==> src/rtl/core/skyline_lightmap_block_allocator_top_defines.svh <==
// assertion helpers shared by the allocator rtl
`ifndef SKYLINE_LIGHTMAP_BLOCK_ALLOCATOR_TOP_DEFINES_SVH
`define SKYLINE_LIGHTMAP_BLOCK_ALLOCATOR_TOP_DEFINES_SVH

// same-cycle implication, quiet during reset
`define SLBA_ASSERT_NOW(label, cond, cons, msg) \
  label: assert property (@(posedge clk) disable iff (!rst_n) (cond) |-> (cons)) \
    else $error(msg);

// next-cycle implication, quiet during reset
`define SLBA_ASSERT_NEXT(label, cond, cons, msg) \
  label: assert property (@(posedge clk) disable iff (!rst_n) (cond) |=> (cons)) \
    else $error(msg);

`endif

==> src/rtl/core/slba_pkg.sv <==
package slba_pkg;

  // default page edge in cells
  localparam int PAGE_SIZE_DEF = 128;

  // extent to cell count shift
  localparam int CELL_SHIFT = 4;

  // page number saturation point
  localparam logic [7:0] PAGE_MAX = 8'd255;

  // request kinds
  localparam logic MODE_ALLOC   = 1'b0;
  localparam logic MODE_RESTART = 1'b1;

  // result status codes
  localparam logic [1:0] ST_PLACED   = 2'd0;
  localparam logic [1:0] ST_NEW_PAGE = 2'd1;
  localparam logic [1:0] ST_FAIL     = 2'd2;

endpackage

==> src/rtl/core/slba_ram.sv <==
module slba_ram #(
  parameter int WIDTH = 8,
  parameter int DEPTH = 128
) (
  input  logic                     clk,
  input  logic                     we,
  input  logic [$clog2(DEPTH)-1:0] waddr,
  input  logic [WIDTH-1:0]         wdata,
  input  logic [$clog2(DEPTH)-1:0] raddr,
  output logic [WIDTH-1:0]         rdata
);

  logic [WIDTH-1:0] mem [DEPTH];

  // one write port, registered read port
  always_ff @(posedge clk) begin
    if (we) begin
      mem[waddr] <= wdata;
    end
    rdata <= mem[raddr];
  end

endmodule

==> src/rtl/core/skyline_lightmap_block_allocator_top.sv <==
// sequence: restart clears the skyline; an allocate scans each start column of the
//   page (one skyline read per cycle, a window stops early once it cannot beat the best
//   top), then raises the covered columns
// a retry on a fresh page adds a skyline clear and a second scan
// throughput: one request at a time, the skyline memory (one write, one read port) sets the pace
// reset: synchronous active-low; afterwards a clearing pass zeroes the skyline before ready
module skyline_lightmap_block_allocator_top #(
  parameter int PAGE_SIZE = slba_pkg::PAGE_SIZE_DEF
) (
  input  logic        clk,
  input  logic        rst_n,
  input  logic        in_tvalid,
  output logic        in_tready,
  input  logic [23:0] in_tdata,   // extent_s [10:0], extent_t [21:11], zero [23:22]
  input  logic        in_tuser,   // mode [0]
  output logic        out_tvalid,
  input  logic        out_tready,
  output logic [23:0] out_tdata,  // x_pos [6:0], y_pos [13:7], page [21:14], zero [23:22]
  output logic [1:0]  out_tuser   // status [1:0]
);

  import slba_pkg::*;

  `include "skyline_lightmap_block_allocator_top_defines.svh"

  localparam int AW = $clog2(PAGE_SIZE);
  localparam int HW = $clog2(PAGE_SIZE + 1);
  localparam int NW = (AW + 2 > 9) ? AW + 2 : 9;
  localparam int XW = (AW > 7) ? AW : 7;
  localparam int YW = (HW > 7) ? HW : 7;

  typedef enum logic [2:0] {
    S_CLEAR,
    S_IDLE,
    S_START,
    S_SCAN,
    S_DECIDE,
    S_RAISE,
    S_RESULT
  } state_t;

  state_t          state_r;
  state_t          ret_r;
  logic [AW-1:0]   clr_cnt_r;
  logic [7:0]      w_r;
  logic [7:0]      h_r;
  logic [AW-1:0]   i_r;
  logic [7:0]      j_r;
  logic [HW-1:0]   m_r;
  logic [HW-1:0]   best_r;
  logic [AW-1:0]   bx_r;
  logic            rd_pend_r;
  logic            rd_last_r;
  logic            attempt_r;
  logic [7:0]      page_r;
  logic [6:0]      res_x_r;
  logic [6:0]      res_y_r;
  logic [1:0]      res_st_r;
  logic            out_tvalid_r;
  logic [23:0]     out_tdata_r;
  logic [1:0]      out_tuser_r;

  logic            ram_we;
  logic [AW-1:0]   ram_waddr;
  logic [HW-1:0]   ram_wdata;
  logic [AW-1:0]   ram_raddr;
  logic [HW-1:0]   ram_rdata;

  logic [HW-1:0]   m_new;
  logic            win_brk;
  logic            win_end;
  logic            last_start;
  logic            scan_any;
  logic            fits;
  logic [NW-1:0]   sum_top;
  logic [HW-1:0]   new_top;
  logic [NW-1:0]   rd_addr_w;
  logic [NW-1:0]   wr_addr_w;
  logic [XW-1:0]   bx_ext;
  logic [YW-1:0]   best_ext;
  logic [7:0]      w_in;
  logic [7:0]      h_in;

  // skyline store
  slba_ram #(
    .WIDTH (HW),
    .DEPTH (PAGE_SIZE)
  ) u_skyline (
    .clk   (clk),
    .we    (ram_we),
    .waddr (ram_waddr),
    .wdata (ram_wdata),
    .raddr (ram_raddr),
    .rdata (ram_rdata)
  );

  // block size from the request extents
  assign w_in = 8'(in_tdata[10:0] >> CELL_SHIFT) + 8'd1;
  assign h_in = 8'(in_tdata[21:11] >> CELL_SHIFT) + 8'd1;

  // scan window bookkeeping
  assign scan_any   = NW'(w_r) < NW'(PAGE_SIZE);
  assign last_start = (NW'(i_r) + NW'(1)) == (NW'(PAGE_SIZE) - NW'(w_r));
  assign m_new      = (ram_rdata > m_r) ? ram_rdata : m_r;
  assign win_brk    = rd_pend_r && (m_new >= best_r);
  assign win_end    = rd_pend_r && (win_brk || rd_last_r);

  // fit check against the page height
  assign sum_top = NW'(best_r) + NW'(h_r);
  assign fits    = sum_top <= NW'(PAGE_SIZE);
  assign new_top = sum_top[HW-1:0];

  // memory addressing
  assign rd_addr_w = NW'(i_r) + NW'(j_r);
  assign wr_addr_w = NW'(bx_r) + NW'(j_r);
  assign ram_raddr = rd_addr_w[AW-1:0];

  always_comb begin
    ram_we    = 1'b0;
    ram_waddr = clr_cnt_r;
    ram_wdata = '0;
    unique case (state_r)
      S_CLEAR: begin
        ram_we = 1'b1;
      end
      S_RAISE: begin
        ram_we    = 1'b1;
        ram_waddr = wr_addr_w[AW-1:0];
        ram_wdata = new_top;
      end
      default: begin
        ram_we = 1'b0;
      end
    endcase
  end

  // result position, masked to the field width
  assign bx_ext   = XW'(bx_r);
  assign best_ext = YW'(best_r);

  // sequencer
  always_ff @(posedge clk) begin
    if (!rst_n) begin
      state_r      <= S_CLEAR;
      ret_r        <= S_IDLE;
      clr_cnt_r    <= '0;
      rd_pend_r    <= 1'b0;
      attempt_r    <= 1'b0;
      page_r       <= '0;
      out_tvalid_r <= 1'b0;
    end else begin
      // the result state handles its own output handshake
      if (out_tvalid_r && out_tready && state_r != S_RESULT) begin
        out_tvalid_r <= 1'b0;
      end
      unique case (state_r)
        // zero the skyline one column a cycle
        S_CLEAR: begin
          if (clr_cnt_r == AW'(PAGE_SIZE - 1)) begin
            state_r <= ret_r;
          end else begin
            clr_cnt_r <= clr_cnt_r + AW'(1);
          end
        end
        // take a request
        S_IDLE: begin
          if (in_tvalid) begin
            w_r       <= w_in;
            h_r       <= h_in;
            attempt_r <= 1'b0;
            if (in_tuser == MODE_RESTART) begin
              page_r    <= '0;
              res_x_r   <= '0;
              res_y_r   <= '0;
              res_st_r  <= ST_FAIL;
              clr_cnt_r <= '0;
              ret_r     <= S_RESULT;
              state_r   <= S_CLEAR;
            end else begin
              state_r <= S_START;
            end
          end
        end
        // fresh search
        S_START: begin
          i_r       <= '0;
          j_r       <= '0;
          m_r       <= '0;
          best_r    <= HW'(PAGE_SIZE);
          bx_r      <= '0;
          rd_pend_r <= 1'b0;
          state_r   <= scan_any ? S_SCAN : S_DECIDE;
        end
        // window max over the block width, keeping the first strictly lowest
        S_SCAN: begin
          if (win_end) begin
            if (!win_brk) begin
              best_r <= m_new;
              bx_r   <= i_r;
            end
            m_r       <= '0;
            j_r       <= '0;
            rd_pend_r <= 1'b0;
            if (last_start) begin
              state_r <= S_DECIDE;
            end else begin
              i_r <= i_r + AW'(1);
            end
          end else begin
            if (rd_pend_r) begin
              m_r <= m_new;
            end
            if (j_r < w_r) begin
              j_r       <= j_r + 8'd1;
              rd_pend_r <= 1'b1;
              rd_last_r <= (j_r == w_r - 8'd1);
            end else begin
              rd_pend_r <= 1'b0;
            end
          end
        end
        // place, retry on a new page, or give up
        S_DECIDE: begin
          if (fits) begin
            j_r     <= '0;
            state_r <= S_RAISE;
          end else if (!attempt_r) begin
            attempt_r <= 1'b1;
            if (page_r != PAGE_MAX) begin
              page_r <= page_r + 8'd1;
            end
            clr_cnt_r <= '0;
            ret_r     <= S_START;
            state_r   <= S_CLEAR;
          end else begin
            res_x_r  <= '0;
            res_y_r  <= '0;
            res_st_r <= ST_FAIL;
            state_r  <= S_RESULT;
          end
        end
        // raise the covered columns
        S_RAISE: begin
          j_r <= j_r + 8'd1;
          if (j_r == w_r - 8'd1) begin
            res_x_r  <= bx_ext[6:0];
            res_y_r  <= best_ext[6:0];
            res_st_r <= attempt_r ? ST_NEW_PAGE : ST_PLACED;
            state_r  <= S_RESULT;
          end
        end
        // hand the result to the output register
        S_RESULT: begin
          if (!out_tvalid_r || out_tready) begin
            out_tvalid_r <= 1'b1;
            out_tdata_r  <= {2'b00, page_r, res_y_r, res_x_r};
            out_tuser_r  <= res_st_r;
            state_r      <= S_IDLE;
          end
        end
        default: begin
          state_r <= S_IDLE;
        end
      endcase
    end
  end

  assign in_tready  = (state_r == S_IDLE);
  assign out_tvalid = out_tvalid_r;
  assign out_tdata  = out_tdata_r;
  assign out_tuser  = out_tuser_r;

  // checks
  `SLBA_ASSERT_NEXT(a_busy_after_req, in_tvalid && in_tready, !in_tready, "ready after request")
  `SLBA_ASSERT_NOW(a_best_in_page, state_r == S_DECIDE, best_r <= HW'(PAGE_SIZE), "best top out of page")
  `SLBA_ASSERT_NOW(a_retry_page, attempt_r, page_r != 8'd0, "retry without page advance")
  `SLBA_ASSERT_NOW(a_fail_zero_pos, out_tvalid && out_tuser == ST_FAIL, out_tdata[13:0] == 14'd0, "fail result with position")

endmodule
==> config.mk <==
export PLATFORM = sky130hd
export DESIGN_NAME = skyline_lightmap_block_allocator_top
export DESIGN_NICKNAME = d
export VERILOG_FILES = /design/src/rtl/core/slba_pkg.sv /design/src/rtl/core/slba_ram.sv /design/src/rtl/core/skyline_lightmap_block_allocator_top.sv
export VERILOG_INCLUDE_DIRS = /design/src /design/src/rtl/core
export SDC_FILE = /design/constraint.sdc
export NUM_CORES = 1
export LEC_CHECK = 0
export ABC_CLOCK_PERIOD_IN_PS = 7400
export BUFFER_PORTS_ARGS = -buffer_cell sky130_fd_sc_hd__buf_2
export CELL_PAD_IN_SITES_DETAIL_PLACEMENT = 1
export CELL_PAD_IN_SITES_GLOBAL_PLACEMENT = 1
export CORE_MARGIN = 4
export CORE_UTILIZATION = 45
export DETAILED_ROUTE_END_ITERATION = 6
export PLACE_DENSITY = 0.68
export SYNTH_ARGS = -nofsm -noshare
export SYNTH_HDL_FRONTEND = slang
export SYNTH_SLANG_ARGS = --single-unit
==> constraint.sdc <==
create_clock -name clk -period 7.4 [get_ports clk]
set_input_delay 0.74 -clock clk [delete_from_list [all_inputs] [get_ports clk]]
set_output_delay 0.74 -clock clk [all_outputs]
set_load 0.03 [all_outputs]
**Word-level counts from Yosys, hierarchy flattened**

Memory sizes are Yosys's and may differ from the RTL's. A register that Yosys moved wholly into a read port is not among the register bits.
Index checks and enable logic that the tools add are counted.

- Bits in registers: 119
- Bits in writable memories: 1,024
- Bits of input ports: 29
- Output and inout port bits: 28
- Word-level logic and storage cells: 166
- Memories kept: 1

- Add/subtract/negate cells: 12
- Order comparisons: 5
- Eq/ne operators: 28
- Mux-type cells: 72
- Bitwise operators: 1
- Reductions and logical operators: 27

Memories:

| memory | depth | width | rd ports | clocked after Yosys merged registers in | write ports | line | source |
|---|---|---|---|---|---|---|---|
| u_skyline.mem | 128 | 8 | 1 | 1 | 1 | slba_ram.sv:13 | `logic [WIDTH-1:0] mem [DEPTH];` |

Operators by type and width:

| cell | count |
|---|---|
| 8-bit 2-to-1 mux | 14 |
| 7-bit 2-to-1 mux | 14 |
| 7-bit case mux with 3 select lines | 3 |
| 8-bit case mux with 2 select lines | 3 |
| 3-bit 2-to-1 mux | 13 |
| 8-bit case mux with 4 select lines | 1 |
| 2-bit inequality test (second input constant) | 14 |
| 7-bit case mux with 2 select lines | 2 |
| 7-bit by 1-bit adder with 8-bit output (second input constant) | 3 |
| 3-bit case mux with 7 select lines | 1 |
| 6-bit AND reduction | 3 |
| 8-bit by 1-bit adder with 8-bit output (second input constant) | 2 |
| 4-bit AND reduction | 4 |
| 7-bit by 1-bit adder with 7-bit output (second input constant) | 2 |
| 7-bit adder | 2 |
| 2-bit 2-to-1 mux | 6 |
| 3-bit AND reduction | 4 |
| 1-bit 2-to-1 mux | 11 |
| 8-bit by 8-bit adder with 9-bit output | 1 |
| 3-bit == test (second input constant) | 3 |
| 8-bit by 9-bit == test with 1-bit output | 1 |
| 9-bit by 8-bit <= comparator with 1-bit output (second input constant) | 1 |
| 3-bit inequality test (second input constant) | 3 |
| 8-bit by 8-bit subtractor with 9-bit output (first input constant) | 1 |
| 25 further kinds | 33 |

**Depth between registers and ports, before layout**

Gate-level depths: netlist of run 1.

- Word-level depth: 8
- Gate-level depth with buffers: 19
- Depth with buffers taken out: 18

**By module**

A second synthesis of run 1 with hierarchy kept.

- Cell total of the unflattened synthesis: 2,299
- Area total of the unflattened synthesis: 46,577.2 µm²

By module, submodules not included:

| module | times used | cells an instance | area each (µm²) | seq. area each (µm²) |
|---|---|---|---|---|
| slba_ram | 1 | 1,635 | 39,665.5 | 30,909.6 |
| skyline_lightmap_block_allocator_top | 1 | 664 | 6,911.6 | 3,333.2 |

**Worst setup path after synthesis of run 1**

Ideal clock, no wire load.

- Path kind: register -> register
- Start point: register h_r[1]
- End point: memory u_skyline.mem[0][7] (data pin)
- Setup time: 1.155 ns
- Arrival: 6.375 ns
- Required time: 6.245 ns
- Setup slack: -0.129 ns
- Cell stages (with the launch flop): 7
- Path buffers: 0
- Clock period less this slack: 7.529 ns
- Cells stage by stage: edfxtp_1 -> ha_1 -> a211oi_2 -> o21bai_1 -> a21bo_2 -> and3_2 -> nor3_1

- Cells in the longest elaborated chain, start to end: 2

Ends and longest elaborated chain:

| item | line | source |
|---|---|---|
| start: declaration | skyline_lightmap_block_allocator_top.sv:46 | `logic [7:0] h_r;` |
| start signal: assignment | skyline_lightmap_block_allocator_top.sv:169 | `h_r <= h_in;` |
| 8-bit by 8-bit adder with 9-bit output | skyline_lightmap_block_allocator_top.sv:109 | `assign sum_top = NW'(best_r) + NW'(h_r);` |
| 8-bit 2-to-1 mux | skyline_lightmap_block_allocator_top.sv:122 | `unique case (state_r)` |
| via ram_wdata[7] | skyline_lightmap_block_allocator_top.sv:65 | `logic [HW-1:0] ram_wdata;` |
| end: declaration | slba_ram.sv:13 |  |

The timed path passes the listed nets, and every way through them passes these cells.

**Worst setup path after layout of run 1**

- Start point: register state_r[1]
- End point: memory u_skyline.mem[3][7], enable pin

- Cells in the longest elaborated chain, start to end: 5
- Elaborated cells between the ends (all ways): 7
- Those cells by class: 1 x eq/ne; 4 x mux; 2 x reduce/logical

Ends and longest elaborated chain:

| item | line | source |
|---|---|---|
| start: declaration | skyline_lightmap_block_allocator_top.sv:42 | `state_t state_r;` |
| start signal: assignment | skyline_lightmap_block_allocator_top.sv:160 | `state_r <= ret_r;` |
| start signal: assignment | skyline_lightmap_block_allocator_top.sv:192 | `state_r <= scan_any ? S_SCAN : S_DECIDE;` |
| 3-bit == test / 3-bit zero test (equally long branches) | skyline_lightmap_block_allocator_top.sv:122 |  |
| 2-bit OR reduction (no line) | - |  |
| 1-bit 2-to-1 mux | skyline_lightmap_block_allocator_top.sv:122 |  |
| 1-bit 2-to-1 mux | slba_ram.sv:17 | `if (we) begin` |
| 1-bit 2-to-1 mux (implied by the code) | slba_ram.sv:18 | `mem[waddr] <= wdata;` |

Several ways; a longest one is shown, not always the timed one.

==> impl_metrics.py, run 1 <==
metrics = {
    "critical_path": {
        "critical_path.slowest_cell": "nor3_1",
        "path_class": "flip-flop to flip-flop",
        "max_stage_delay_ns": 1.39,
        "start_kind": "flip-flop",
        "path_delay_family": "simple AND/OR/NAND/NOR gates",
        "required_ns": 7.69,
        "crit_path_start": "state_r[1]$_SDFFE_PN0P_",
        "end_kind": "flip-flop",
        "cp.arrival_ns": 5.43,
        "crit_fanout": 27,
        "reg2reg_from": "state_r[1]$_SDFFE_PN0P_",
        "worstPathCellList": "and3b_1 -> inv_1 -> buf_4 -> nor2_1 -> a21oi_1 -> nand2_1 -> nor3_1",
        "path_buf_inv": 2,
    },
    "clock_tree": {
        "cts_tree": "done",
        "holdBufCountCts": 0,
        "cts_max_level": 3,
        "ctsResizeCount": 0,
        "clk_latency_ns": 0.71,
        "clkTransAtPathRegs_ns": 0.06,
        "cts-root-buf": "clkbuf_16",
        "clockBufferDepth": 3,
        "post-cts-setup-buffers": 0,
        "clock-sinks": 1151,
        "numCtsBuffers": 116,
    },
    "global_route": {
        "grt_use_met1": 0.2913,
        "grt_pass1_wl_um": 167700,
        "grtUsageTotal": 0.2085,
        "gr-max-usage-layer": "met2",
        "grt_max_degree": 85,
        "overflow": 0,
        "grt_use_met3": 0.03645,
        "grt_use_met2": 0.3415,
        "antenna_found_initial": 3,
        "grt_pass1_vias": 25090,
    },
    "floorplan": {
        "die_area_sq_um": 109500,
        "die_h_um": 330.9,
        "die_w_um": 330.9,
        "rows": 118,
        "ios": 57,
        "start_util": 0.4533,
        "core_sq_um": 103500,
    },
    "timing": {
        "holdWs_ns": 0.3309,
        "slew_violations": 0,
        "tightest_slew_ns": 1.384,
        "fin_skew_ns": 0.02893,
        "clock.fmax_mhz": 194.7,
        "setup_violations": 0,
        "finalHoldViolations": 0,
        "tns_ns": 0,
        "period_minus_slack_ns": 5.136,
        "rsz0062_at_grt": "no",
        "max_slew_margin": 0.07042,
        "final_min_period_over_clock_period": 0.6940,
    },
    "route": {
        "drt_iter0_drc": 2298,
        "first_pass_iters": 5,
        "drc": 0,
        "ant_nets": 0,
        "routed_via_density": 5.875,
        "routed_wl_um": 112600,
        "vias": 23650,
        "post_drt_wl_per_cell_um": 27.96,
    },
    "outcome": {
        "status": "completed",
    },
    "worst_hold_path": {
        "hp-class": "input pin to flip-flop",
        "min_from": "in_tdata[4]",
    },
    "power_and_ir_drop": {
        "power.density_nw_per_um2": 338.4,
        "swShare": 0.2895,
        "comb_power_share": 0.240,
        "seqPwrFrac": 0.418,
        "clkPwrFrac": 0.343,
        "power_mw": 18.04,
        "netSwitchingPower_mw": 5.223,
        "p_leak_nw": 16.58,
        "internal_power_mw": 12.82,
        "peakVddDrop_uv": 276.1,
    },
    "synth": {
        "synthCells": 2416,
        "yosysWarningCount": 0,
        "synthArstFlopShare": 0,
        "synth-seq-cells": 1151,
        "yosysTopAreaCell": "edfxtp_1",
        "synth_top_cell_area_share": 0.7163,
        "synth.distinct_cells": 79,
        "netlist_area_sq_um": 46910,
        "yosysMostFrequentCell": "edfxtp_1",
        "ys_top_cells_by_area": "edfxtp_1, mux4_2, dfxtp_1",
        "synth_area_per_cell_sq_um": 19.42,
        "seq_area_frac_synth": 0.7300,
        "synth_common_cells": "edfxtp_1, mux4_2, nand2_1",
        "synth_ff_type": "edfxtp_1",
        "synth-edff-count": 1119,
    },
    "place": {
        "port_buffers": 44,
        "gp_congestion": 0.7838,
        "hpwl_um": 68750,
    },
    "finish": {
        "multiInputGateArea_sq_um": 12050,
        "insertedDiodeCount": 0,
        "fillers": 9240,
        "regArea_sq_um": 34240,
        "layout-drive-gt1-share": 0.2619,
        "synthToLayoutAreaGrowth_pct": 13.65,
        "nets": 2628,
    },
    "job": {
        "cap_violations": 0,
    },
}
-- cell type report --
cell class / instances / share of cell area
sequential: 1151 / 0.6423
multi-input combinational: 1081 / 0.2261
clock buffer: 150 / 0.05858
tap: 1380 / 0.03239
timing repair buffer: 143 / 0.01920
clock inverter: 69 / 0.01777
inverter: 52 / 0.003661
-- sequential cells by signal, indices dropped and copies added, names as in the netlist, 8 cells and up --
name and flops:
h_r 8, m_r 8, u_skyline.rdata 8, j_r 8
page_r 8, out_tdata 22, w_r 8, u_skyline.mem 1024
best_ext 8
-- logic make-up after synthesis --
family                   Yosys count  synth area share
flip-flops                      1151            0.7300
multiplexers                     330            0.1558
AO/OA/AOI/OAI                    155           0.02262
buffers and inverters            185           0.01670
adder cells (fa/ha/maj)           54           0.01488
XOR/XNOR                          58           0.01099
other                              1        0.00007994
AND/OR/NAND/NOR                  482           0.04900
-- per-stage QoR --
| stage | utilization | cell area [sq um] | instances | setup WS [ns] |
|---|---|---|---|---|
| finish | 0.5151 | 53310 | 4026 | 2.264 |
| global route | 0.5151 | 53310 | 4026 | 1.981 |
| CTS | 0.5147 | 53270 | 4023 | 2.181 |
| detailed placement | 0.4754 | 49200 | 3804 | 2.153 |
| global placement | 0.4754 | 49200 | 3804 | 2.521 |
| floorplan | - | 46920 | 2417 | 0.1920 |
-- power groups by stage --
stage | Clock [mW] | Sequential (mW) | Combinational, mW
after floorplan | 0 | 7.60 | 2.92
after global placement | 0 | 7.66 | 4.26
after detailed placement | 0 | 7.67 | 4.35
after CTS | 6.30 | 7.53 | 4.37
after global routing | 6.60 | 7.55 | 4.61
final | 6.19 | 7.53 | 4.32
-- layout by cell type (no fill, tap or decap), types with 41 or more instances in the layout --
cell       synthesis  routed
buf_2             24      45
buf_4              4      91
clkbuf_16          0     118
edfxtp_1        1119    1119
ha_1              51      50
inv_1             52      52
mux4_2           320     320
nand2_1          127     119
nand3_1           46      46
nor2_1           109     102
nor3_1           107     100
o21ai_0           41      41
-- metal layers --
metal	routed length, um	up-vias
met1	46540	12550
met3	7733	150
met5	0	-
met4	2751	0
li1	-	10080
met2	55530	863
-- path summary, 6_finish.rpt --
path / endpoint / slack (ns) / depth (start not counted)
min: w_r[0]$_DFFE_PP_ / 0.33 / 2
max reg2reg: u_skyline.mem[3][7]$_DFFE_PP_ / 2.26 / 7
min reg2reg: out_tuser[0]$_DFFE_PP_ / 0.42 / 0
max: u_skyline.mem[3][7]$_DFFE_PP_ / 2.26 / 7
Note: power is estimated with default switching activity, not from simulation.
==> inputs of run 2 (changes only) <==
--- a/config.mk
+++ b/config.mk
@@ -6,14 +6,14 @@
 export SDC_FILE = /design/constraint.sdc
 export NUM_CORES = 1
 export LEC_CHECK = 0
-export ABC_CLOCK_PERIOD_IN_PS = 7400
+export ABC_CLOCK_PERIOD_IN_PS = 4900
 export BUFFER_PORTS_ARGS = -buffer_cell sky130_fd_sc_hd__buf_2
 export CELL_PAD_IN_SITES_DETAIL_PLACEMENT = 1
 export CELL_PAD_IN_SITES_GLOBAL_PLACEMENT = 1
 export CORE_MARGIN = 4
 export CORE_UTILIZATION = 45
 export DETAILED_ROUTE_END_ITERATION = 6
-export PLACE_DENSITY = 0.68
+export PLACE_DENSITY = 0.66
 export SYNTH_ARGS = -nofsm -noshare
 export SYNTH_HDL_FRONTEND = slang
 export SYNTH_SLANG_ARGS = --single-unit
==> constraint.sdc (replaced) <==
create_clock -name clk -period 4.9 [get_ports clk]
set_input_delay 0.49 -clock clk [delete_from_list [all_inputs] [get_ports clk]]
set_output_delay 0.49 -clock clk [all_outputs]
set_load 0.03 [all_outputs]
==> run 2 against run 1 <==
Count of clock-buffer cells in the layout is 9 lower. First-iteration DRC count fell by 2.1%. Global-route usage up 0.20 points. Sequential share of layout area fell by 0.57 points. Via count up 0.99%. Cell count increased by 1.9%. Cell area is 0.90% higher. Sequential cell count stayed put. Clock skew rose by 0.016 ns. Largest cell class unchanged. Fmax is 18% higher. Non-clock buffer count rose by 75.
==> impl_metrics.py, run 2 (synthesis results as in run 1) <==
metrics = {
    "critical_path": {
        "path_class": "flip-flop to flip-flop",
        "r2r_cells": 17,
        "worstSetupPathDepth": 17,
        "worstPathCellList": "inv_1 -> ha_1 -> nor2b_1 -> o21a_1 -> o21a_1 -> o21a_1 -> o21bai_1 -> a22o_1 -> mux2i_1 -> inv_1 -> ha_1 -> a2111oi_0 -> nand2_1 -> o22a_1 -> nor2_1 -> o21ai_1 -> o2111a_1",
        "cp_common_cell": "o21a_1",
        "required_ns": 5.34,
        "start_kind": "flip-flop",
        "crit_fanout": 8,
        "max_stage_delay_ns": 0.42,
        "reg2reg_from": "m_r[1]$_SDFFCE_PN0P_",
        "critical_path.slowest_cell": "a2111oi_0",
        "crit_path_start": "m_r[1]$_SDFFCE_PN0P_",
        "path_buf_inv": 2,
        "end_kind": "flip-flop",
        "cp.arrival_ns": 4.78,
        "path_delay_family": "compound AO/OA/AOI/OAI gates",
    },
    "finish": {
        "layout-drive-gt1-share": 0.2748,
        "layout_common_cells": "edfxtp_1, mux4_2, buf_4",
        "fin_cells": 4103,
        "nets": 2705,
        "final_common_cell": "edfxtp_1",
        "largest_reg_flops": 1024,
        "regMostFlops": "u_skyline.mem",
        "fillers": 9317,
        "synthToLayoutAreaGrowth_pct": 14.67,
    },
    "floorplan": {
        "die_area_sq_um": 109500,
        "rows": 118,
        "ios": 57,
        "die_h_um": 330.9,
        "start_util": 0.4533,
        "die_w_um": 330.9,
        "core_sq_um": 103500,
    },
    "timing": {
        "final_min_period_over_clock_period": 0.8846,
        "clock.fmax_mhz": 230.7,
        "slew_violations": 0,
        "finalHoldViolations": 0,
        "period_minus_slack_ns": 4.334,
        "tightest_slew_ns": 1.311,
        "max_slew_margin": 0.1191,
        "tns_ns": 0,
        "fin_skew_ns": 0.04524,
        "setup_violations": 0,
        "rsz0062_at_grt": "no",
    },
    "global_route": {
        "grt_pass1_vias": 25350,
        "grt_pass1_wl_um": 169200,
        "grt_max_degree": 129,
        "overflow": 0,
        "antenna_found_initial": 1,
        "grtUsageTotal": 0.2105,
    },
    "route": {
        "routed_via_density": 5.821,
        "post_drt_wl_per_cell_um": 27.58,
        "drc": 0,
        "first_pass_iters": 5,
        "drt_iter0_drc": 2250,
        "routed_wl_um": 113200,
        "ant_nets": 0,
        "vias": 23890,
    },
    "clock_tree": {
        "cts_tree": "done",
        "clock-sinks": 1151,
        "cts-root-buf": "clkbuf_16",
        "cts_max_level": 3,
        "clkTransAtPathRegs_ns": 0.06,
        "numCtsBuffers": 118,
        "clockBufferDepth": 3,
        "clk_latency_ns": 0.74,
    },
    "power_and_ir_drop": {
        "peakVddDrop_uv": 362.6,
        "power.density_nw_per_um2": 502.7,
        "p_leak_nw": 16.92,
    },
    "place": {
        "gp_congestion": 0.7988,
        "hpwl_um": 70450,
        "port_buffers": 44,
        "place_inst": 3879,
    },
    "worst_hold_path": {
        "hp-class": "input pin to flip-flop",
        "min_from": "in_tdata[16]",
        "whs_path_depth": 2,
    },
    "job": {
        "cap_violations": 0,
    },
    "outcome": {
        "status": "completed",
    },
}
-- run 2: changes by cell type in the layout (fill, tap and decap cells not counted), moves of 5 or more --
cell and change:
clkbuf_8 -5, nand2_1 +8, clkinvlp_4 -7, bufinv_16 -9
buf_4 +59, clkinv_2 +11, clkinv_1 +13, nand2_2 -8
buf_12 +16
-- run 2: through the flow --
stage	hold WS [ns]	setup slack, ns	area (sq um)	util	power (mW)
3_3_place_gp	0.4078	0.4805	49950	0.4826	18.36
3_5_place_dp	0.4063	0.3189	49950	0.4826	18.50
5_1_grt	0.04911	0.2486	53790	0.5197	28.20
2_1_floorplan	0.4003	-0.2955	46930	-	15.88
4_1_cts	0.01782	0.2418	53770	0.5196	27.33
6_report	0.07726	0.5657	53790	0.5197	27.04
-- run 2: per-layer routing --
metal,vias up,wire length [um],GRT usage
met4,2,3612,0.07005
met3,185,6778,0.03663
met2,720,54000,0.3331
met1,12750,48730,0.3000
li1,10230,-,-
met5,-,45,0.002662
-- run 2: final timing paths --
check                                 to  slack, ns
setup / recovery        j_r[6]$_DFFE_PP_       0.57
hold reg to reg   out_tdata[6]$_DFFE_PP_       0.42
hold / removal          h_r[1]$_DFFE_PP_       0.08
setup reg to reg        j_r[6]$_DFFE_PP_       0.57
-- run 2: what timing repair did --
item | CTS | global route
hold buffers | 2 | 0
resized for setup | 0 | 1
hold endpoints to repair | 2 | 0
setup endpoints to repair | 0 | 22
buffers inserted | 0 | 0
-- run 2: power breakdown --
| part | switching [mW] | internal (mW) | total, mW |
|---|---|---|---|
| Combinational | 4.01 | 2.91 | 6.92 |
| Clock | 3.79 | 5.01 | 8.80 |
| Sequential | 0.182 | 11.1 | 11.3 |
| Total | 7.98 | 19.1 | 27.0 |
-- run 2: layout make-up --
class,count,area [sq um],share of cell area
well taps,1380,1727,0.03210
diodes,1,2.502,0.00004652
clock inverters,79,762.0,0.01417
multi-input cells,1081,12030,0.2236
inverters,52,195.2,0.003629
clock buffers,141,3039,0.05650
flip-flops and latches,1151,34240,0.6366
repair buffers,218,1794,0.03336
